===== src/hw/rtl/qar_pkg.sv =====
// Shared types and constants for the quadratic audio resampler.
// No dependencies; imported by every module of the block.
`default_nettype none

package qar_pkg;

    localparam int SAMPLE_WIDTH        = 16;
    localparam int PHASE_FRAC_BITS_DEF = 16;
    localparam int MAX_RESULTS         = 8;
    localparam int QUEUE_DEPTH         = 2;

    typedef struct packed {
        logic signed [SAMPLE_WIDTH-1:0] left_sample;
        logic signed [SAMPLE_WIDTH-1:0] right_sample;
    } t_in_frame;

    typedef struct packed {
        logic signed [SAMPLE_WIDTH-1:0] left_out;
        logic signed [SAMPLE_WIDTH-1:0] right_out;
        logic                           last;
    } t_out_frame;

    // Parabola coefficients of one interval: 2a, 2b and the oldest frame.
    typedef struct packed {
        logic                           first;
        logic signed [SAMPLE_WIDTH+1:0] a2_l;
        logic signed [SAMPLE_WIDTH+2:0] b2_l;
        logic signed [SAMPLE_WIDTH-1:0] y0_l;
        logic signed [SAMPLE_WIDTH+1:0] a2_r;
        logic signed [SAMPLE_WIDTH+2:0] b2_r;
        logic signed [SAMPLE_WIDTH-1:0] y0_r;
    } t_job;

    typedef struct packed {
        logic full;
        logic empty;
    } t_q_stat;

endpackage

`default_nettype wire


===== src/hw/rtl/qar_queue.sv =====
// Short job queue between the front and back parts of the resampler.
// Depends on qar_pkg.
`default_nettype none

module qar_queue (
    input  logic            i_clk,
    input  logic            i_rst_n,
    input  logic            i_push,
    input  qar_pkg::t_job   i_job,
    input  logic            i_pop,
    output qar_pkg::t_job   o_job,
    output qar_pkg::t_q_stat o_stat
);
    import qar_pkg::*;

    localparam int PTR_W = (QUEUE_DEPTH > 1) ? $clog2(QUEUE_DEPTH) : 1;
    localparam int CNT_W = $clog2(QUEUE_DEPTH + 1);
    localparam logic [PTR_W-1:0] PTR_LAST = PTR_W'(QUEUE_DEPTH - 1);
    localparam logic [CNT_W-1:0] CNT_FULL = CNT_W'(QUEUE_DEPTH);

    t_job               r_mem [QUEUE_DEPTH];
    logic [PTR_W-1:0]   r_wr_ptr;
    logic [PTR_W-1:0]   r_rd_ptr;
    logic [CNT_W-1:0]   r_count;

    always_ff @(posedge i_clk) begin
        if (i_push) begin
            r_mem[r_wr_ptr] <= i_job;
        end
    end

    always_ff @(posedge i_clk) begin
        if (!i_rst_n) begin
            r_wr_ptr <= '0;
            r_rd_ptr <= '0;
            r_count  <= '0;
        end else begin
            if (i_push) begin
                r_wr_ptr <= (r_wr_ptr == PTR_LAST) ? '0 : r_wr_ptr + 1'b1;
            end
            if (i_pop) begin
                r_rd_ptr <= (r_rd_ptr == PTR_LAST) ? '0 : r_rd_ptr + 1'b1;
            end
            if (i_push && !i_pop) begin
                r_count <= r_count + 1'b1;
            end else if (!i_push && i_pop) begin
                r_count <= r_count - 1'b1;
            end
        end
    end

    assign o_job        = r_mem[r_rd_ptr];
    assign o_stat.full  = (r_count == CNT_FULL);
    assign o_stat.empty = (r_count == '0);

endmodule

`default_nettype wire


===== config.mk =====
export PLATFORM = sky130hd
export DESIGN_NAME = qar_queue
export DESIGN_NICKNAME = d
export VERILOG_FILES = /design/src/hw/rtl/qar_pkg.sv /design/src/hw/rtl/qar_queue.sv
export SDC_FILE = /design/constraint.sdc
export NUM_CORES = 1
export LEC_CHECK = 0
export ABC_AREA = 1
export BUFFER_PORTS_ARGS = -buffer_cell sky130_fd_sc_hd__buf_2
export CAP_MARGIN = 20
export CORE_ASPECT_RATIO = 0.75
export CORE_MARGIN = 2
export CORE_UTILIZATION = 38
export CTS_BUF_LIST = sky130_fd_sc_hd__clkbuf_4
export DETAILED_ROUTE_END_ITERATION = 10
export GPL_TIMING_DRIVEN = 0
export SETUP_SLACK_MARGIN = 0.3
export SYNTH_ARGS = -nofsm -noshare
export SYNTH_HDL_FRONTEND = slang
export SYNTH_SLANG_ARGS = --single-unit

===== constraint.sdc =====
create_clock -name i_clk -period 8.85 [get_ports i_clk]
set_input_delay 0.4425 -clock i_clk [delete_from_list [all_inputs] [get_ports i_clk]]
set_output_delay 0.4425 -clock i_clk [all_outputs]
set_load 0.02 [all_outputs]

---- Word-level counts from Yosys, hierarchy flattened ----
Memory sizes are Yosys's and may differ from the RTL's. A register that Yosys moved wholly into a read port is not among the register bits.
Cells that the tools add are included.
word-level totals
  register bits after elaboration ......... 4
  memories kept ........................... 1
  RAM bits ................................ 214
  input bits .............................. 111
  output and inout port bits .............. 109
memory list
  memory  depth  bits a word  read ports  clocked after memory_dff  write ports  line             text
  r_mem   2      107          1           1                         1            qar_queue.sv:21  t_job r_mem [QUEUE_DEPTH];
cells by class
  add/subtract/negate cells ............... 4
  muxes and demuxes ....................... 8
  equal/unequal tests ..................... 1
  reduce and logical (&&, ||, !) cells .... 6
operators with widths
  cell                   count
  $mux W1                6
  $mux W2                2
  $add A1 B1 Y1 const B  2
  $add A2 B1 Y2 const B  1
  $eq A2 B2 Y1 const B   1
  $logic_and A1 B1 Y1    2
  $logic_not A1 Y1       2
  $logic_not A2 Y1       1
  $reduce_bool A2 Y1     1
  $sub A2 B1 Y2 const B  1

---- Longest topological paths before layout ----
  depth after elaboration ................. 4
  mapped depth ............................ 8

---- Least setup slack after synthesis ----
No wires, ideal clock.
  kind .................................... in2reg
  start point ............................. in i_push
  end point ............................... mem r_mem[0][0] (netlist bit) (enable)
  arrival ................................. 4.960 ns
  buffers on the path ..................... 0
  path slack .............................. 3.313 ns
  required time ........................... 8.273 ns
  stages on the path ...................... 2
  cell sequence ........................... inv_1 -> nor2_1
between the ends
  cells in the longest elaborated chain, start to end .. 2
ends and longest elaborated chain
  what                           line             text
  from (decl)                    qar_queue.sv:8   input logic i_push,
  $mux W1                        qar_queue.sv:27  if (i_push) begin
  $mux W1 (implied by the code)  qar_queue.sv:28  r_mem[r_wr_ptr] <= i_job;
  to (decl)                      qar_queue.sv:21
Every way passes these cells.

==> results.yml <==
final_layout:
  multi_input_area_mm2: 0.00142
  areaGrowthSynthToFinish_pct: 40.7
  design_area_mm2: 0.0113
  nNetsFinal: 867
  n_antenna_cell: 0
  drive_above_1_share_pct: 54.3
  regArea_mm2: 0.00653
  fill_cells: 1743
grt:
  grt_pass1_vias: 5199
  grt.overflow.total: 0
  grt_start_max_net_pins: 59
  track_usage_pct: 14.9
  antenna_found_initial: 0
  grt_pass1_wl_mm: 25.7
yosys:
  syn-num-nets: 480
  synth.avg_cell_area_um2: 21.9
  synth.distinct_cells: 14
  netlist.area_leader.share_pct: 79.7
  synth_area_leader_cell: "edfxtp_1"
  synth_seq_cells: 219
  ys_seq_area_share_pct: 80.9
  netlist_instances: 368
  netlist_area_mm2: 0.00806
  synth.area.top_cells: "edfxtp_1 (80%), mux2_2 (11%), mux2_4 (5.6%), dfxtp_1 (1.2%), buf_6 (0.70%)"
  yosysWarnings: 0
detailed_routing:
  first_iter_violations: 208
  firstDrtPassIters: 5
  wl_mm: 17.1
  vias_per_cell: 4.38
  vias: 4700
  wl_per_cell_um: 15.9
  antenna_left: 0
  drcViolationCount: 0
worst_setup_path:
  start_kind: "register"
  path_class: "register to output port"
  crit_required_ns: 8.41
  path_max_fanout: 10
  cp_data_arrival_time_ns: 1.93
  setup.worst_path.end_class: "output port"
clock_network:
  cts_num_sinks: 219
  ctsResizeCount: 0
  postCtsSetupBuffers: 0
  clk_path_buf_depth: 3
  cts_buffers: 55
  clockRootBuffer: "clkbuf_4"
  clkLatencyLatePin_ns: 0.63
  h-tree-depth: 2
  cts_tree: "done"
  path_clk_slew_ns: 0.07
outcome:
  status: "completed"
hold_path:
  hp-class: "input pin to register"
timing:
  fin_hold_ws_ns: 0.104
  finalSetupViolCount: 0
  period_needed_ns: 2.37
  worst_pin_slew_ns: 0.912
  slew_headroom_pct: 39.1
  hold_viol_final: 0
  finalSetupTns_ns: 0
  drv_slew: 0
  fmax_mhz: 421
  fin_crit_sh_pct: 26.8
  rsz0062_at_grt: "false"
  finClkSkew_ns: 0.0230
floorplanning:
  num_rows: 46
  die_h_um: 130
  io-pin-count: 220
  start_util_pct: 38.5
  floorplan.core_area_mm2: 0.0210
  die_x_um: 172
  die_area_mm2: 0.0224
placed_design:
  gp_congestion: 0.717
  placed_area_mm2: 0.00962
  port_buffers: 219
  dp_hpwl_mm: 10.7
power:
  leakagePower_nw: 4.46
  powerDensity_mw_per_mm2: 204
  finalPower_w: 0.00231
  peakVddDrop_mv: 0.125
flow_run:
  maxCapViolCount: 0
[cell type report]
type | instances | area share (%)
Clock buffer | 78 | 5.16
Multi-Input combinational cell | 129 | 12.5
Sequential cell | 219 | 57.5
Clock inverter | 9 | 0.562
Timing Repair Buffer | 330 | 19.9
Tap cell | 288 | 3.18
Buffer | 12 | 0.805
Inverter | 8 | 0.287
[cell usage after synthesis]
| cell type | n |
|---|---|
| dfxtp_1 | 5 |
| nand2_1 | 8 |
| ha_1 | 1 |
| mux2_4 | 30 |
| buf_6 | 5 |
| mux2_2 | 77 |
| nand4_1 | 1 |
| inv_1 | 8 |
| a21oi_1 | 1 |
| nor2_1 | 9 |
| o21ai_0 | 1 |
| edfxtp_1 | 214 |
| buf_2 | 7 |
| nand3_1 | 1 |
[kinds of logic after synthesis]
kind of cell | Yosys count | share of synthesized area, %
mux | 107 | 16.3
simple gates | 19 | 0.931
buf+inv | 20 | 1.51
compound gates | 2 | 0.124
fa+ha+maj | 1 | 0.155
flops | 219 | 80.9
[stage by stage]
step,utilization (%),setup slack [ns],instances
after CTS,54.2,6.36,1073
after global routing,54.2,6.34,1073
after global placement,45.4,0.765,875
after detailed placement,45.9,6.63,879
final,54.2,6.48,1073
after floorplan,-,3.31,368
[path summary, 6_finish.rpt]
kind	from	end	slack [ns]	cells past startpoint
hold / removal	i_rst_n	r_count[1]	0.10	3
setup reg to reg	r_wr_ptr	r_mem[0][64]	6.94	3
setup / recovery	register	o_job[64]	6.48	5
hold reg to reg	r_rd_ptr	r_rd_ptr	0.51	2
[cell usage in the layout, fill, tap and decap left out, drive strengths merged]
cell | Yosys | layout
clkinv | 0 | 8
a21oi | 1 | 1
clkbuf | 0 | 78
nor2 | 9 | 9
buf | 12 | 235
ha | 1 | 1
nand3 | 1 | 1
mux2 | 107 | 107
dlygate4sd3 | 0 | 107
o21ai | 1 | 1
bufinv | 0 | 1
nand4 | 1 | 1
inv | 8 | 8
dfxtp | 5 | 5
edfxtp | 214 | 214
nand2 | 8 | 8
[critical path, cell delays in order, from the launching register on]
cell,delay (ns)
dfxtp_1,0.32
buf_6,0.14
buf_6,0.18
buf_6,0.20
mux2_4,0.32
buf_2,0.16
[what timing repair did]
item | CTS | global route
setup endpoints to repair | 0 | 0
hold buffers | 107 | 0
endpoints found under the hold margin | 214 | 0
[routing by layer]
layer	up-vias	wire [um]	global-route usage, %
met2	191	8100	24.7
met5	-	0	0
met4	0	223	5.14
met3	23	1680	6.67
met1	2240	7070	17.3
li1	2246	-	-
[where the power goes]
group / internal [W] / switching (W)
clock: 0.000428 / 0.000369
sequential: 0.00120 / 0.0000129
combinational: 0.000141 / 0.000161
total: 0.00177 / 0.000543
[flip-flops by register name, summed over array words and instances (netlist names), named ones only]
name,flops
r_count,2
r_mem,214
r_rd_ptr,1
r_wr_ptr,1
Note: power is estimated with default switching activity, not from simulation.
