[src/hw/rtl/qar_pkg.sv]
// Shared types and constants for the quadratic audio resampler.
// No dependencies; imported by every module of the block.
`default_nettype none

package qar_pkg;

    localparam int SAMPLE_WIDTH        = 16;
    localparam int PHASE_FRAC_BITS_DEF = 16;
    localparam int MAX_RESULTS         = 8;
    localparam int QUEUE_DEPTH         = 2;

    typedef struct packed {
        logic signed [SAMPLE_WIDTH-1:0] left_sample;
        logic signed [SAMPLE_WIDTH-1:0] right_sample;
    } t_in_frame;

    typedef struct packed {
        logic signed [SAMPLE_WIDTH-1:0] left_out;
        logic signed [SAMPLE_WIDTH-1:0] right_out;
        logic                           last;
    } t_out_frame;

    // Parabola coefficients of one interval: 2a, 2b and the oldest frame.
    typedef struct packed {
        logic                           first;
        logic signed [SAMPLE_WIDTH+1:0] a2_l;
        logic signed [SAMPLE_WIDTH+2:0] b2_l;
        logic signed [SAMPLE_WIDTH-1:0] y0_l;
        logic signed [SAMPLE_WIDTH+1:0] a2_r;
        logic signed [SAMPLE_WIDTH+2:0] b2_r;
        logic signed [SAMPLE_WIDTH-1:0] y0_r;
    } t_job;

    typedef struct packed {
        logic full;
        logic empty;
    } t_q_stat;

endpackage

`default_nettype wire

[src/hw/rtl/qar_front.sv]
// Front part: takes input frames, keeps the history and turns each
// interval into a job of parabola coefficients. Depends on qar_pkg.
`default_nettype none

module qar_front (
    input  logic             i_clk,
    input  logic             i_rst_n,
    input  logic             i_in_valid,
    output logic             o_in_ready,
    input  qar_pkg::t_in_frame i_in_data,
    input  qar_pkg::t_q_stat i_q_stat,
    output logic             o_push,
    output qar_pkg::t_job    o_job
);
    import qar_pkg::*;

    localparam int SW = SAMPLE_WIDTH;
    localparam logic [1:0] SEEN_TWO  = 2'd2;
    localparam logic [1:0] SEEN_FULL = 2'd3;

    // h0 older, h1 newer of the two previous frames
    logic signed [SW-1:0] r_h0_l, r_h1_l, r_h0_r, r_h1_r;
    logic [1:0]           r_seen;
    logic                 w_accept;

    function automatic logic signed [SW+1:0] coef_a2(
        input logic signed [SW-1:0] h0,
        input logic signed [SW-1:0] h1,
        input logic signed [SW-1:0] x
    );
        coef_a2 = {{2{h0[SW-1]}}, h0} - {h1[SW-1], h1, 1'b0} + {{2{x[SW-1]}}, x};
    endfunction

    function automatic logic signed [SW+2:0] coef_b2(
        input logic signed [SW-1:0] h0,
        input logic signed [SW-1:0] h1,
        input logic signed [SW-1:0] x
    );
        coef_b2 = {h1[SW-1], h1, 2'b00} - {{3{h0[SW-1]}}, h0}
                - {{2{h0[SW-1]}}, h0, 1'b0} - {{3{x[SW-1]}}, x};
    endfunction

    assign o_in_ready = !i_q_stat.full;
    assign w_accept   = i_in_valid && o_in_ready;

    // the first two frames only fill the history
    assign o_push     = w_accept && r_seen[1];
    assign o_job.first = (r_seen == SEEN_TWO);
    assign o_job.a2_l = coef_a2(r_h0_l, r_h1_l, i_in_data.left_sample);
    assign o_job.b2_l = coef_b2(r_h0_l, r_h1_l, i_in_data.left_sample);
    assign o_job.y0_l = r_h0_l;
    assign o_job.a2_r = coef_a2(r_h0_r, r_h1_r, i_in_data.right_sample);
    assign o_job.b2_r = coef_b2(r_h0_r, r_h1_r, i_in_data.right_sample);
    assign o_job.y0_r = r_h0_r;

    always_ff @(posedge i_clk) begin
        if (!i_rst_n) begin
            r_h0_l <= '0;
            r_h1_l <= '0;
            r_h0_r <= '0;
            r_h1_r <= '0;
            r_seen <= '0;
        end else if (w_accept) begin
            r_h0_l <= r_h1_l;
            r_h1_l <= i_in_data.left_sample;
            r_h0_r <= r_h1_r;
            r_h1_r <= i_in_data.right_sample;
            if (r_seen != SEEN_FULL) begin
                r_seen <= r_seen + 1'b1;
            end
        end
    end

endmodule

`default_nettype wire

[config.mk]
export PLATFORM = sky130hd
export DESIGN_NAME = qar_front
export DESIGN_NICKNAME = d
export VERILOG_FILES = /design/src/hw/rtl/qar_pkg.sv /design/src/hw/rtl/qar_front.sv
export SDC_FILE = /design/constraint.sdc
export NUM_CORES = 1
export LEC_CHECK = 0
export BUFFER_PORTS_ARGS = -buffer_cell sky130_fd_sc_hd__buf_4
export CORE_MARGIN = 1.5
export CORE_UTILIZATION = 54
export CTS_BUF_LIST = sky130_fd_sc_hd__clkbuf_4
export CTS_CLUSTER_SIZE = 30
export DETAILED_ROUTE_END_ITERATION = 8
export GPL_ROUTABILITY_DRIVEN = 0
export PLACE_DENSITY = 0.78
export SYNTH_ARGS = -nofsm -noshare
export SYNTH_HDL_FRONTEND = slang
export SYNTH_SLANG_ARGS = --single-unit
[constraint.sdc]
create_clock -name i_clk -period 5.8 [get_ports i_clk]
set_input_delay 1.45 -clock i_clk [delete_from_list [all_inputs] [get_ports i_clk]]
set_output_delay 1.45 -clock i_clk [all_outputs]
set_load 0.02 [all_outputs]
; ---- Yosys cells after proc, flatten, opt, wreduce, memory -nomap -nowiden
; Index checks and enable logic that the tools add are counted.
[totals]
regBits = 66
inputBits = 37
output_inout_bits = 109
[op_classes]
n_addsub = 11
eq_ne = 2
reduce_logical = 4
[op_table]
columns = operator, n
row1 = subtractor 19 bit, 4
row2 = subtractor 18 x 16 -> 19 bit, 2
row3 = adder 18 bit, 2
row4 = subtractor 16 x 17 -> 18 bit, 2
row5 = adder 2 x 1 -> 2 bit (second input constant), 1
row6 = == test 2 bit (second input constant), 1
row7 = logical AND 1 bit, 2
row8 = != test 2 bit (second input constant), 1
row9 = AND reduction 2 bit, 1
row10 = logical NOT 1 bit, 1

; ---- Depth between registers and ports, before layout
[logic_depth]
word_depth = 3
depth_mapped = 14
ltp_nobuf = 13

; ---- Worst setup path after synthesis
; No wires, ideal clock.
[synth_path]
path_kind = input port to output port
start = in i_in_data[18] (netlist name)
end = out o_job[81] (netlist name)
arrival_time_ns = 4.471
setup_slack_ns = -0.121
stages = 13
n_path_buf = 0
path_cell_list = inv_1 -> fa_1 -> inv_1 -> fa_1 -> inv_1 -> ha_1 -> a21o_1 -> nand4_1 -> o21ai_1 -> o41ai_2 -> o21ai_1 -> o41a_1 -> xor2_1
[synth_lines]
columns = element, line
row1 = from (decl), qar_front.sv:10  ; input qar_pkg::t_in_frame i_in_data,
row2 = to (decl), qar_front.sv:13  ; output qar_pkg::t_job o_job

==> metrics.cfg <==
[outcome]
outcome = finished, violations left
failed_checks = negative setup slack

[cts]
htreeDepth = 3
clk_latency_ps = 430
cts_buffers = 9
clkSinkCount = 66
ctsHoldBuffers = 0
cts_tree = yes
clkTransAtPathRegs_ps = 120
root_buffer = clkbuf_4
clock_path_buffers = 2

[drt]
wl_met2_um = 10800
ant_nets = 0
highest_layer = met4
viasPerCell = 5.04
firstDrtPassIters = 5
drt_wl_total_um = 21300
wl_met1_um = 9190
drc = 0
wl_per_cell_um = 13.8
vias = 7764
wl_met3_um = 921
drtIter0Drc = 352

[cells_and_area]
area_growth_pct = 33.2
final_net_count = 1530
diodes = 0
drive_gt1_share_pct = 28.0

[sta]
fmax_mhz = 167
rsz0062_at_grt = true
worst_pin_slew_ps = 677
maxSlewViolCount = 0
final.period_utilization_pct = 103
relSlewSlack_pct = 54.9
hold_viol_final = 0
period_minus_slack_ps = 6000
setup_ws_ps = -202
setup_viol = 17
fin_skew_ps = 7.07

[power]
ir_worst_vdd_mv = 0.180
p_leak_nw = 5.60
p_per_area_mw_per_mm2 = 255
p_total_mw = 2.87

[logic_synthesis]
synth-seq-area-share_pct = 15.6
synth.distinct_cells = 52
ys_warn_count = 0
syn_avg_cell_area_um2 = 7.82
synth_area_leader_cell = fa_1
ys.flop_type = dfxtp_1
syn_inst = 1083
async_flop_share_pct = 0
synth-edff-count = 0
synth.area.top_cells = fa_1 (22%), dfxtp_1 (16%), inv_1 (13%)
yosys_register_bits = 66
syn-cell-area_mm2 = 0.00847
synthesis.nets = 1288
netlist.area_leader.share_pct = 21.7

[floorplanning]
std_cell_rows = 45
die-height_um = 128
dieArea_mm2 = 0.0164
die_w_um = 128
start_util_pct = 55.5
core_area_mm2 = 0.0153
ioPinCount = 146

[grt]
grt_util_all_layers_pct = 25.7
grt_pass1_vias = 7508
global_route.overflow_total = 0
grt_pass1_wl_um = 34200
grt_max_degree = 67
antenna_found_initial = 0

[place]
preCtsSetupSlack_ps = -319
port_buffers = 144
hpwl_um = 16100

[critical_path]
required_ps = 4350
timing.critical_path.from_type = input port
crit_type = in -> out
arrival_ps = 4550
crit_fanout = 3
r2r_setup_slack_ps = 4710
cp-end-kind = primary output

[job]
maxCapViolations = 0

[worst_hold_path]
worst_hold_path_type = reg -> reg

[worst max-delay path: stages]
cell	delay [ps]
buf_8	80
inv_4	30
fa_1	540
inv_2	50
fa_2	580
inv_1	60
ha_1	270
a21o_1	180
nand4_1	100
o21ai_2	110
o41ai_4	300
buf_4	200
o31a_1	160
nor2b_4	180
xnor2_2	110
buf_4	150
[layout by cell type, fill, tap and decap left out, drive strengths merged, types with 3 or more instances in the layout]
cell type / count
a2111oi: 5
a211oi: 4
a21boi: 65
a21o: 15
a21oi: 51
a31oi: 3
and2: 3
and3: 8
buf: 255
clkbuf: 9
dfxtp: 66
fa: 92
ha: 76
inv: 292
nand2: 153
nand2b: 12
nand3: 9
nand4: 3
nor2: 33
nor2b: 8
nor3: 13
o211a: 3
o21a: 10
o21ai: 36
o21bai: 4
o31a: 4
o41ai: 3
or3: 7
xnor2: 48
xor2: 15
[final timing paths]
kind | from | end | cells past startpoint
hold reg to reg | r_h0_r[6] | r_h0_r[6] | 2
hold / removal | r_h0_r[6] | r_h0_r[6] | 2
setup / recovery | i_in_data[18] | o_job[85] | 16
setup reg to reg | r_seen[1] | r_seen[0] | 4
[logic make-up after synthesis]
| group | share of synthesized area [%] |
|---|---|
| multiplexers | 0.118 |
| buffers and inverters | 14.0 |
| flip-flops | 15.6 |
| AND/OR/NAND/NOR | 13.1 |
| adder cells (fa/ha/maj) | 33.0 |
| AO/OA/AOI/OAI | 17.8 |
| XOR/XNOR | 6.52 |
[synthesized netlist by cell type, types with 3 or more instances]
cell type and instances:
nand2b_1 12, o211a_1 3, o21a_1 8, ha_1 76, a21boi_0 65, dfxtp_1 66
clkbuf_1 21, a21o_1 15, nand3_1 9, nor2_1 33, o21bai_1 4, nand2_1 153
inv_1 289, and3_1 6, and2_1 3, xnor2_1 48, or3_1 7, a31oi_1 3
nand4_1 3, a21oi_1 51, o21ai_1 15, a211oi_1 4, o41ai_2 3, nor3_1 13
nor2b_1 8, o31a_1 4, xor2_1 15, fa_1 92, o21ai_0 21
[area by class of cell]
type | instances | area (µm²)
Multi-Input combinational cell | 704 | 6460
Sequential cell | 66 | 1320
Tap cell | 211 | 264
Fill cell | 1183 | 3980
Clock buffer | 9 | 67.6
Timing Repair Buffer | 255 | 1970
Inverter | 289 | 1090
Clock inverter | 7 | 100
[power by group]
part	internal [mW]	leakage, nW	switching [mW]	total [mW]
clock	0.179	0.0913	0.194	0.373
sequential	0.468	0.537	0.0169	0.485
combinational	0.944	4.97	1.07	2.01
total	1.59	5.60	1.28	2.87
[what timing repair did]
item,CTS,global route
pin swaps,46,50
buffers inserted,20,12
resized for setup,68,53
endpoints found under the setup margin,18,25
[per-layer routing]
metal / GRT usage [%] / vias up
li1: - / 3856
met1: 32.6 / 3702
met2: 45.5 / 175
met3: 4.72 / 31
met4: 5.88 / 0
met5: 0 / -
[state kept, by name (all words and copies together) (netlist names)]
register	count
r_h0_r	16
r_seen	2
r_h1_l	16
r_h0_l	16
r_h1_r	16
[stage by stage]
stage	hold WS [ps]	util [%]	instance area, µm²	cells	setup TNS [ps]
floorplan	468	-	8500	1083	0
global placement	467	67.9	10400	1494	-2310
detailed placement	476	67.9	10400	1494	-2930
CTS	496	71.8	10900	1529	-878
global route	519	73.9	11300	1541	-3570
finish	493	73.9	11300	1541	-2070
(Power assumes the default switching activity.)
