===== src/hw/rtl/qar_pkg.sv =====
// Shared types and constants for the quadratic audio resampler.
// No dependencies; imported by every module of the block.
`default_nettype none

package qar_pkg;

    localparam int SAMPLE_WIDTH        = 16;
    localparam int PHASE_FRAC_BITS_DEF = 16;
    localparam int MAX_RESULTS         = 8;
    localparam int QUEUE_DEPTH         = 2;

    typedef struct packed {
        logic signed [SAMPLE_WIDTH-1:0] left_sample;
        logic signed [SAMPLE_WIDTH-1:0] right_sample;
    } t_in_frame;

    typedef struct packed {
        logic signed [SAMPLE_WIDTH-1:0] left_out;
        logic signed [SAMPLE_WIDTH-1:0] right_out;
        logic                           last;
    } t_out_frame;

    // Parabola coefficients of one interval: 2a, 2b and the oldest frame.
    typedef struct packed {
        logic                           first;
        logic signed [SAMPLE_WIDTH+1:0] a2_l;
        logic signed [SAMPLE_WIDTH+2:0] b2_l;
        logic signed [SAMPLE_WIDTH-1:0] y0_l;
        logic signed [SAMPLE_WIDTH+1:0] a2_r;
        logic signed [SAMPLE_WIDTH+2:0] b2_r;
        logic signed [SAMPLE_WIDTH-1:0] y0_r;
    } t_job;

    typedef struct packed {
        logic full;
        logic empty;
    } t_q_stat;

endpackage

`default_nettype wire


===== src/hw/rtl/qar_back.sv =====
// Back part: steps the output position across each interval and runs
// the two-lane quadratic evaluation pipeline. Depends on qar_pkg.
`default_nettype none

module qar_back #(
    parameter int PHASE_FRAC_BITS = qar_pkg::PHASE_FRAC_BITS_DEF
) (
    input  logic                      i_clk,
    input  logic                      i_rst_n,
    input  logic [PHASE_FRAC_BITS+2:0] i_step,
    input  qar_pkg::t_job             i_job,
    input  qar_pkg::t_q_stat          i_q_stat,
    output logic                      o_pop,
    output logic                      o_out_valid,
    input  logic                      i_out_ready,
    output qar_pkg::t_out_frame       o_out_data
);
    import qar_pkg::*;

    localparam int F     = PHASE_FRAC_BITS;
    localparam int SW    = SAMPLE_WIDTH;
    localparam int PW    = F + 3;
    localparam int TW    = SW + F + 5;
    localparam int SH_U  = F - 8;
    localparam int UW    = TW - SH_U;
    localparam int VW    = UW + F + 2;
    localparam int RW    = VW - F - 9;
    localparam int CNT_W = $clog2(MAX_RESULTS);

    localparam logic [PW-1:0]    ONE      = PW'(1) << F;
    localparam logic [PW-1:0]    LIMIT    = ONE << 1;
    localparam logic [PW-1:0]    STEP_MIN = ONE >> 2;
    localparam logic [PW-1:0]    STEP_MAX = ONE << 2;
    localparam logic [TW-1:0]    RND_U    = (TW'(1) << SH_U) >> 1;
    localparam logic [VW-1:0]    RND_V    = VW'(1) << (F + 8);
    localparam logic [CNT_W-1:0] CNT_LAST = CNT_W'(MAX_RESULTS - 1);

    typedef enum logic {S_IDLE, S_RUN} t_state;

    t_state            r_state;
    t_job              r_job;
    logic [PW-1:0]     r_pos;
    logic [F+1:0]      r_phase;
    logic [CNT_W-1:0]  r_cnt;

    // issue stage
    logic                 r_s0_valid, r_s0_last;
    logic [F:0]           r_s0_x;
    logic signed [SW+1:0] r_s0_a2 [2];
    logic signed [SW+2:0] r_s0_b2 [2];
    logic signed [SW-1:0] r_s0_y0 [2];
    // a2*X
    logic                 r_s1_valid, r_s1_last;
    logic [F:0]           r_s1_x;
    logic signed [TW-1:0] r_s1_m1 [2];
    logic signed [SW+2:0] r_s1_b2 [2];
    logic signed [SW-1:0] r_s1_y0 [2];
    // rounded inner term
    logic                 r_s2_valid, r_s2_last;
    logic [F:0]           r_s2_x;
    logic signed [UW-1:0] r_s2_u [2];
    logic signed [SW-1:0] r_s2_y0 [2];
    // u*X
    logic                 r_s3_valid, r_s3_last;
    logic signed [VW-1:0] r_s3_m2 [2];
    logic signed [SW-1:0] r_s3_y0 [2];

    logic       r_out_valid;
    t_out_frame r_out_data;

    logic                 w_en, w_issue, w_issue_last;
    logic [PW-1:0]        w_step, w_next_pos;
    logic signed [TW-1:0] w_t [2];
    logic signed [VW-1:0] w_v [2];
    logic signed [RW-1:0] w_r [2];

    function automatic logic signed [SW-1:0] sat(input logic signed [RW-1:0] r);
        logic fits;
        fits = (&r[RW-1:SW-1]) || !(|r[RW-1:SW-1]);
        sat  = fits ? r[SW-1:0] : {r[RW-1], {(SW-1){~r[RW-1]}}};
    endfunction

    // whole pipeline moves only when the output register can take a request
    assign w_en = !r_out_valid || i_out_ready;

    always_comb begin
        if (i_step < STEP_MIN) begin
            w_step = STEP_MIN;
        end else if (i_step > STEP_MAX) begin
            w_step = STEP_MAX;
        end else begin
            w_step = i_step;
        end
    end

    assign w_next_pos   = r_pos + w_step;
    assign w_issue      = (r_state == S_RUN) && w_en && (r_pos < LIMIT);
    assign w_issue_last = (w_next_pos >= LIMIT) || (r_cnt == CNT_LAST);
    assign o_pop        = (r_state == S_IDLE) && !i_q_stat.empty;

    always_ff @(posedge i_clk) begin
        if (!i_rst_n) begin
            r_state    <= S_IDLE;
            r_phase    <= '0;
            r_s0_valid <= 1'b0;
        end else begin
            if (w_en) begin
                r_s0_valid <= w_issue;
            end
            case (r_state)
                S_IDLE: begin
                    if (!i_q_stat.empty) begin
                        r_job   <= i_job;
                        r_pos   <= {1'b0, r_phase} + (i_job.first ? '0 : ONE);
                        r_cnt   <= '0;
                        r_state <= S_RUN;
                    end
                end
                S_RUN: begin
                    if (r_pos >= LIMIT) begin
                        // no output falls in this interval
                        r_phase <= (F+2)'(r_pos - LIMIT);
                        r_state <= S_IDLE;
                    end else if (w_en) begin
                        r_s0_x     <= r_pos[F:0];
                        r_s0_last  <= w_issue_last;
                        r_s0_a2[0] <= r_job.a2_l;
                        r_s0_b2[0] <= r_job.b2_l;
                        r_s0_y0[0] <= r_job.y0_l;
                        r_s0_a2[1] <= r_job.a2_r;
                        r_s0_b2[1] <= r_job.b2_r;
                        r_s0_y0[1] <= r_job.y0_r;
                        if (w_issue_last) begin
                            r_phase <= (w_next_pos >= LIMIT) ?
                                       (F+2)'(w_next_pos - LIMIT) : '0;
                            r_state <= S_IDLE;
                        end else begin
                            r_pos <= w_next_pos;
                            r_cnt <= r_cnt + 1'b1;
                        end
                    end
                end
                default: r_state <= S_IDLE;
            endcase
        end
    end

    always_comb begin
        for (int i = 0; i < 2; i++) begin
            w_t[i] = r_s1_m1[i] + {{(TW-SW-3-F){r_s1_b2[i][SW+2]}}, r_s1_b2[i], {F{1'b0}}}
                   + RND_U;
            w_v[i] = r_s3_m2[i] + {{(VW-SW-F-9){r_s3_y0[i][SW-1]}}, r_s3_y0[i], {(F+9){1'b0}}}
                   + RND_V;
            w_r[i] = w_v[i][VW-1:F+9];
        end
    end

    always_ff @(posedge i_clk) begin
        if (w_en) begin
            r_s1_x    <= r_s0_x;
            r_s1_last <= r_s0_last;
            r_s2_x    <= r_s1_x;
            r_s2_last <= r_s1_last;
            r_s3_last <= r_s2_last;
            for (int i = 0; i < 2; i++) begin
                r_s1_m1[i] <= TW'(r_s0_a2[i] * $signed({1'b0, r_s0_x}));
                r_s1_b2[i] <= r_s0_b2[i];
                r_s1_y0[i] <= r_s0_y0[i];
                r_s2_u[i]  <= w_t[i][TW-1:SH_U];
                r_s2_y0[i] <= r_s1_y0[i];
                r_s3_m2[i] <= VW'(r_s2_u[i] * $signed({1'b0, r_s2_x}));
                r_s3_y0[i] <= r_s2_y0[i];
            end
            r_out_data.left_out  <= sat(w_r[0]);
            r_out_data.right_out <= sat(w_r[1]);
            r_out_data.last      <= r_s3_last;
        end
    end

    always_ff @(posedge i_clk) begin
        if (!i_rst_n) begin
            r_s1_valid  <= 1'b0;
            r_s2_valid  <= 1'b0;
            r_s3_valid  <= 1'b0;
            r_out_valid <= 1'b0;
        end else if (w_en) begin
            r_s1_valid  <= r_s0_valid;
            r_s2_valid  <= r_s1_valid;
            r_s3_valid  <= r_s2_valid;
            r_out_valid <= r_s3_valid;
        end
    end

    assign o_out_valid = r_out_valid;
    assign o_out_data  = r_out_data;

    a_stall_hold: assert property (@(posedge i_clk) disable iff (!i_rst_n)
        !w_en |=> $stable(r_s0_valid) && $stable(r_s3_valid))
        else $error("pipeline moved while output stalled");

    a_last_ends_run: assert property (@(posedge i_clk) disable iff (!i_rst_n)
        (w_issue && w_issue_last) |=> (r_state == S_IDLE))
        else $error("sequencer kept running after final output of interval");

    a_stage_flow: assert property (@(posedge i_clk) disable iff (!i_rst_n)
        (w_en && r_s1_valid) |=> r_s2_valid)
        else $error("request dropped between pipeline stages");

    a_reset_clear: assert property (@(posedge i_clk)
        !i_rst_n |=> !r_out_valid && (r_state == S_IDLE))
        else $error("reset did not clear back part");

endmodule

`default_nettype wire


===== config.mk =====
export PLATFORM = sky130hd
export DESIGN_NAME = qar_back
export DESIGN_NICKNAME = d
export VERILOG_FILES = /design/src/hw/rtl/qar_pkg.sv /design/src/hw/rtl/qar_back.sv
export SDC_FILE = /design/constraint.sdc
export NUM_CORES = 2
export LEC_CHECK = 0
export BUFFER_PORTS_ARGS = -buffer_cell sky130_fd_sc_hd__buf_2
export CAP_MARGIN = 20
export CORE_UTILIZATION = 48
export CTS_CLUSTER_DIAMETER = 40
export DETAILED_ROUTE_END_ITERATION = 6
export SLEW_MARGIN = 15
export SYNTH_ARGS = -nofsm -noshare
export SYNTH_HDL_FRONTEND = slang
export SYNTH_SLANG_ARGS = --single-unit
export TNS_END_PERCENT = 100

===== constraint.sdc =====
create_clock -name i_clk -period 11.5 [get_ports i_clk]
set_clock_uncertainty 0.1 [all_clocks]
set_input_delay 2.3 -clock i_clk [delete_from_list [all_inputs] [get_ports i_clk]]
set_output_delay 2.3 -clock i_clk [all_outputs]
set_load 0.05 [all_outputs]

# Word-level counts from Yosys, hierarchy flattened

Memories as Yosys holds them, arrays and structs flattened.
Cells that the tools add are included.

Register bits after elaboration: 240
Bits in writable memories: 466
Input port bits: 131
Memories kept: 10

$add $sub $neg: 13
Multiply operators: 4
$lt $le $gt $ge: 5
Equal/unequal tests: 5
Mux-type cells: 30
Bitwise gates (word level): 5
Reductions and logical operators: 21

Memory list:

| memory      | depth | bits a word | read ports | clocked after Yosys merged registers in | wr ports | line           | RTL |
|---|---|---|---|---|---|---|---|
| r_s3_m2     | 2     | 47          | 2          | 0                                       | 2        | qar_back.sv:65 | `logic signed [VW-1:0] r_s3_m2 [2];` |
| r_s1_m1     | 2     | 37          | 2          | 0                                       | 2        | qar_back.sv:55 | `logic signed [TW-1:0] r_s1_m1 [2];` |
| r_s2_u      | 2     | 29          | 2          | 0                                       | 2        | qar_back.sv:61 | `logic signed [UW-1:0] r_s2_u [2];` |
| r_s0_b2     | 2     | 19          | 2          | 0                                       | 2        | qar_back.sv:50 | `logic signed [SW+2:0] r_s0_b2 [2];` |
| r_s1_b2     | 2     | 19          | 2          | 0                                       | 2        | qar_back.sv:56 | `logic signed [SW+2:0] r_s1_b2 [2];` |
| r_s0_a2     | 2     | 18          | 2          | 0                                       | 2        | qar_back.sv:49 | `logic signed [SW+1:0] r_s0_a2 [2];` |
| +4 memories | -     | -           | -          | -                                       | -        | -              |  |

Operator list:

| kind                     | number |
|---|---|
| $mux W19                 | 6 |
| $add A47 B25 Y47 const B | 2 |
| $add A47 B47 Y47         | 2 |
| $mul A29 B18 Y47         | 2 |
| $add A37 B37 Y37         | 2 |
| $add A37 B8 Y37 const B  | 2 |
| $mul A18 B18 Y36         | 2 |
| $mux W18                 | 4 |
| $ge A19 B18 Y1 const B   | 2 |
| $pmux W19 S2             | 1 |
| $sub A18 B18 Y18 const B | 2 |
| $mux W16                 | 2 |
| $add A18 B17 Y19         | 1 |
| $add A19 B19 Y19         | 1 |
| $gt A19 B19 Y1 const B   | 1 |
| $lt A19 B15 Y1 const B   | 1 |
| $lt A19 B18 Y1 const B   | 1 |
| $mux W17                 | 1 |
| $reduce_and A7 Y1        | 2 |
| $reduce_or A7 Y1         | 2 |
| $mux W3                  | 4 |
| $mux W1                  | 10 |
| $ne A2 B2 Y1 const B     | 3 |
| $pmux W3 S2              | 1 |
| other kinds (12)         | 26 |

# Depth between registers and ports, before layout

Depth in word-level cells: 10
Mapped depth: 26
Gate-level depth less buffers: 24

# Least setup slack after synthesis

No wires, ideal clock.

Path kind: input -> register
Start point: input port i_out_ready
End point: register r_out_data (netlist bit o_out_data[0]), enable pin
Library setup time: 0.716 ns
Arrival: 9.579 ns
Required time: 10.684 ns
Setup slack: 1.106 ns
Stages: 3
Path buffers: 1
Cell sequence: nor2b_1 clkbuf_1 inv_1

Cells in the longest elaborated chain, start to end: 1

Ends and longest elaborated chain:

| what               | line           | RTL |
|---|---|---|
| from (decl)        | qar_back.sv:15 | `input logic i_out_ready,` |
| $logic_or A1 B1 Y1 | qar_back.sv:84 | `assign w_en = !r_out_valid \|\| i_out_ready;` |
| to (decl)          | qar_back.sv:69 | `t_out_frame r_out_data;` |

Every way passes these cells.
A chain may end at the register's enable or synchronous reset.

==> impl_metrics.json <==
{
  "setup_viol_count_final": 0,
  "ys_types": 75,
  "die_x_um": 413,
  "finalCriticalPeriod_ns": 7.81,
  "drive_above_1_share_pct": 5.62,
  "area_growth_pct": 7.83,
  "grt_pass1_wl_um": 303000,
  "synth-edff-count": 618,
  "gr-usage-met2_pct": 38.3,
  "drt_iter0_markers": 2958,
  "dp_hpwl_um": 139000,
  "rows": 150,
  "path_common_cell": "fa_1",
  "cp_num_buf_inv": 7,
  "multi_input_area_sq_um": 53900,
  "required_ns": 11.85,
  "grt_pass1_vias": 56200,
  "busiest_layer": "met2",
  "min_path_cells": 0,
  "met1_usage_pct": 30.8,
  "postCtsSetupRepairBufs": 0,
  "wl_per_cell_um": 18.5,
  "tns_ns": 0,
  "cts_root_buf": "clkbuf_16",
  "core_region_area_sq_um": 167000,
  "gp_congestion": 0.877,
  "slowest_stage": "buf_4",
  "netlist.area_leader.share_pct": 38.8,
  "crit_path_end_kind": "flop",
  "hp-start": "r_s1_y0[0][8]",
  "grt_max_degree": 173,
  "drv_slew": 0,
  "cts_buffer_depth": 3,
  "nets": 9998,
  "ios": 166,
  "hold_viol_final": 0,
  "dr.pass1.iters": 7,
  "rsz0062_at_grt": "no",
  "drt.antenna.violating_nets": 0,
  "wl_um": 186000,
  "initial_core_util_pct": 48.4,
  "status": "finished, violations left",
  "yosysSeqAreaShare_pct": 23.5,
  "die_area_sq_um": 170000,
  "seq_area_sq_um": 19000,
  "syn_inst": 7746,
  "ys.warnings.count": 0,
  "dp_slack_ns": 3.61,
  "cts_resized": 0,
  "tritoncts": "done",
  "synth_seq_cells": 642,
  "path_clk_slew_ns": 0.06,
  "relSlewSlack_pct": 14.9,
  "worst_slew_pin_slew_ns": 1.27,
  "route.detailed.drc": 7,
  "violations": "design-rule violations",
  "synthesis.area_sq_um": 81000,
  "cts_made_buffers": 93,
  "path_max_fanout": 50,
  "r2r_setup_slack_ns": 3.69,
  "slowest_delay_ns": 0.62,
  "viasPerCell": 5.12,
  "synth_nets": 9944,
  "max-cap-violations": 0,
  "ctsHoldBuffers": 0,
  "min_period_over_period_pct": 67.9,
  "rr_startpoint": "r_s2_x[8]",
  "chipHeight_um": 413,
  "cp_data_arrival_time_ns": 8.16,
  "synthFlopType": "edfxtp_1",
  "synthArstFlopShare_pct": 0,
  "fmax_mhz": 128,
  "synth_area_per_cell_sq_um": 10.5,
  "grt_remaining_overflow": 0,
  "port_buffers": 164,
  "clk_latency_ns": 0.71,
  "grtUsageTotal_pct": 22.9,
  "r2r_cells": 25,
  "synth.most_common_cell": "inv_1",
  "critPathLaunchType": "flop",
  "worstHoldPathType": "reg2reg",
  "setup_slack_ns": 3.69,
  "holdPathEnd": "r_s2_y0[0][8]",
  "vias": 51600,
  "htreeDepth": 3,
  "synth_area_leaders": "fa_1 39%, edfxtp_1 23%, inv_1 8.6%, ha_1 7.7%, and2_1 6.5%",
  "synth_top_cell_by_area": "fa_1",
  "synthTopCellsByCount": "1858 x inv_1, 1569 x fa_1, 879 x nand2_1",
  "rr_endpoint": "r_s3_m2[0][93]",
  "use_met3_pct": 3.58,
  "antenna_found_initial": 8,
  "critPathTopFamily": "adder cells",
  "crit_type": "reg2reg",
  "n_fill_cell": 14900,
  "clock-sinks": 642
}
-- state kept, by name, summed over array words and instances (netlist names), 3 cells and up --
register    count
r_job         106
r_s1_m1        58
r_s2_u         58
r_s3_m2        46
r_s0_b2        38
r_s1_b2        38
r_s0_a2        36
o_out_data     33
r_s0_y0        32
r_s1_y0        32
r_s2_y0        32
r_s3_y0        32
r_pos          19
r_phase        18
r_s0_x         17
r_s1_x         17
r_s2_x         17
r_cnt           3
-- cell families after synthesis --
group	count (synthesis)	synth area share [%]
buf+inv	2141	9.94
simple gates	2116	13.1
fa+ha+maj	2067	46.5
flops	642	23.5
compound gates	543	4.30
xor+xnor	220	2.38
mux	17	0.235
-- placed cells by master, fill, tap and decap left out, types with 22 or more instances in the layout --
cell,Yosys,routed
inv_1,1858,1856
xnor2_1,158,158
xor2_1,62,62
nand2b_1,29,29
o21ai_0,113,113
ha_1,498,498
a31oi_1,31,31
o21a_1,22,22
edfxtp_1,618,618
nand3_1,63,63
dfxtp_1,24,24
clkbuf_16,0,93
buf_4,0,75
fa_1,1569,1569
buf_2,3,165
nor2_1,136,136
a21o_1,77,77
and2_1,844,843
nand2_1,879,879
a21oi_1,160,160
nor2b_1,32,32
nor3_1,41,41
-- area by class of cell --
type                            count  area share, %
Antenna cell                        1        0.00287
Clock buffer                      100           2.70
Clock inverter                     73          0.966
Inverter                         1858           8.00
Multi-Input combinational cell   4963           61.7
Sequential cell                   642           21.8
Tap cell                         2204           3.16
Timing Repair Buffer              242           1.65
-- per-stage QoR --
| step | std cells | hold slack, ns | area [sq um] | utilization [%] |
|---|---|---|---|---|
| floorplan | 7746 | 0.300 | 81000 | - |
| finish | 10100 | 0.309 | 87300 | 52.2 |
| global route | 10100 | 0.316 | 87300 | 52.2 |
| detailed placement | 9909 | 0.305 | 84100 | 50.3 |
| CTS | 10100 | 0.310 | 87300 | 52.2 |
| global placement | 9906 | 0.301 | 84100 | 50.3 |
-- worst max-delay path by stage --
stage / start / to / slack [ns] / cells past startpoint
6_report: r_s2_x[8] / r_s3_m2[0][93] / 3.69 / 25
5_1_grt: r_s2_x[8] / r_s3_m2[0][93] / 3.17 / 25
4_1_cts: r_s2_x[10] / r_s3_m2[0][41] / 3.65 / 24
3_5_place_dp: i_step[3] / r_pos[14] / 3.61 / 16
3_3_place_gp: i_step[3] / r_phase[16] / 3.46 / 16
2_1_floorplan: i_out_ready / o_out_data[0] / 1.11 / 3
-- metal layers --
metal,part of all wire (%),wire [um]
met4,2.9,5490
met1,43,79800
met2,48,89800
met5,0.020,38
met3,6.0,11200
Power is left out: the tool's default activity adds up to more than one toggle a clock period on the data nets, which glitch-free logic cannot reach.
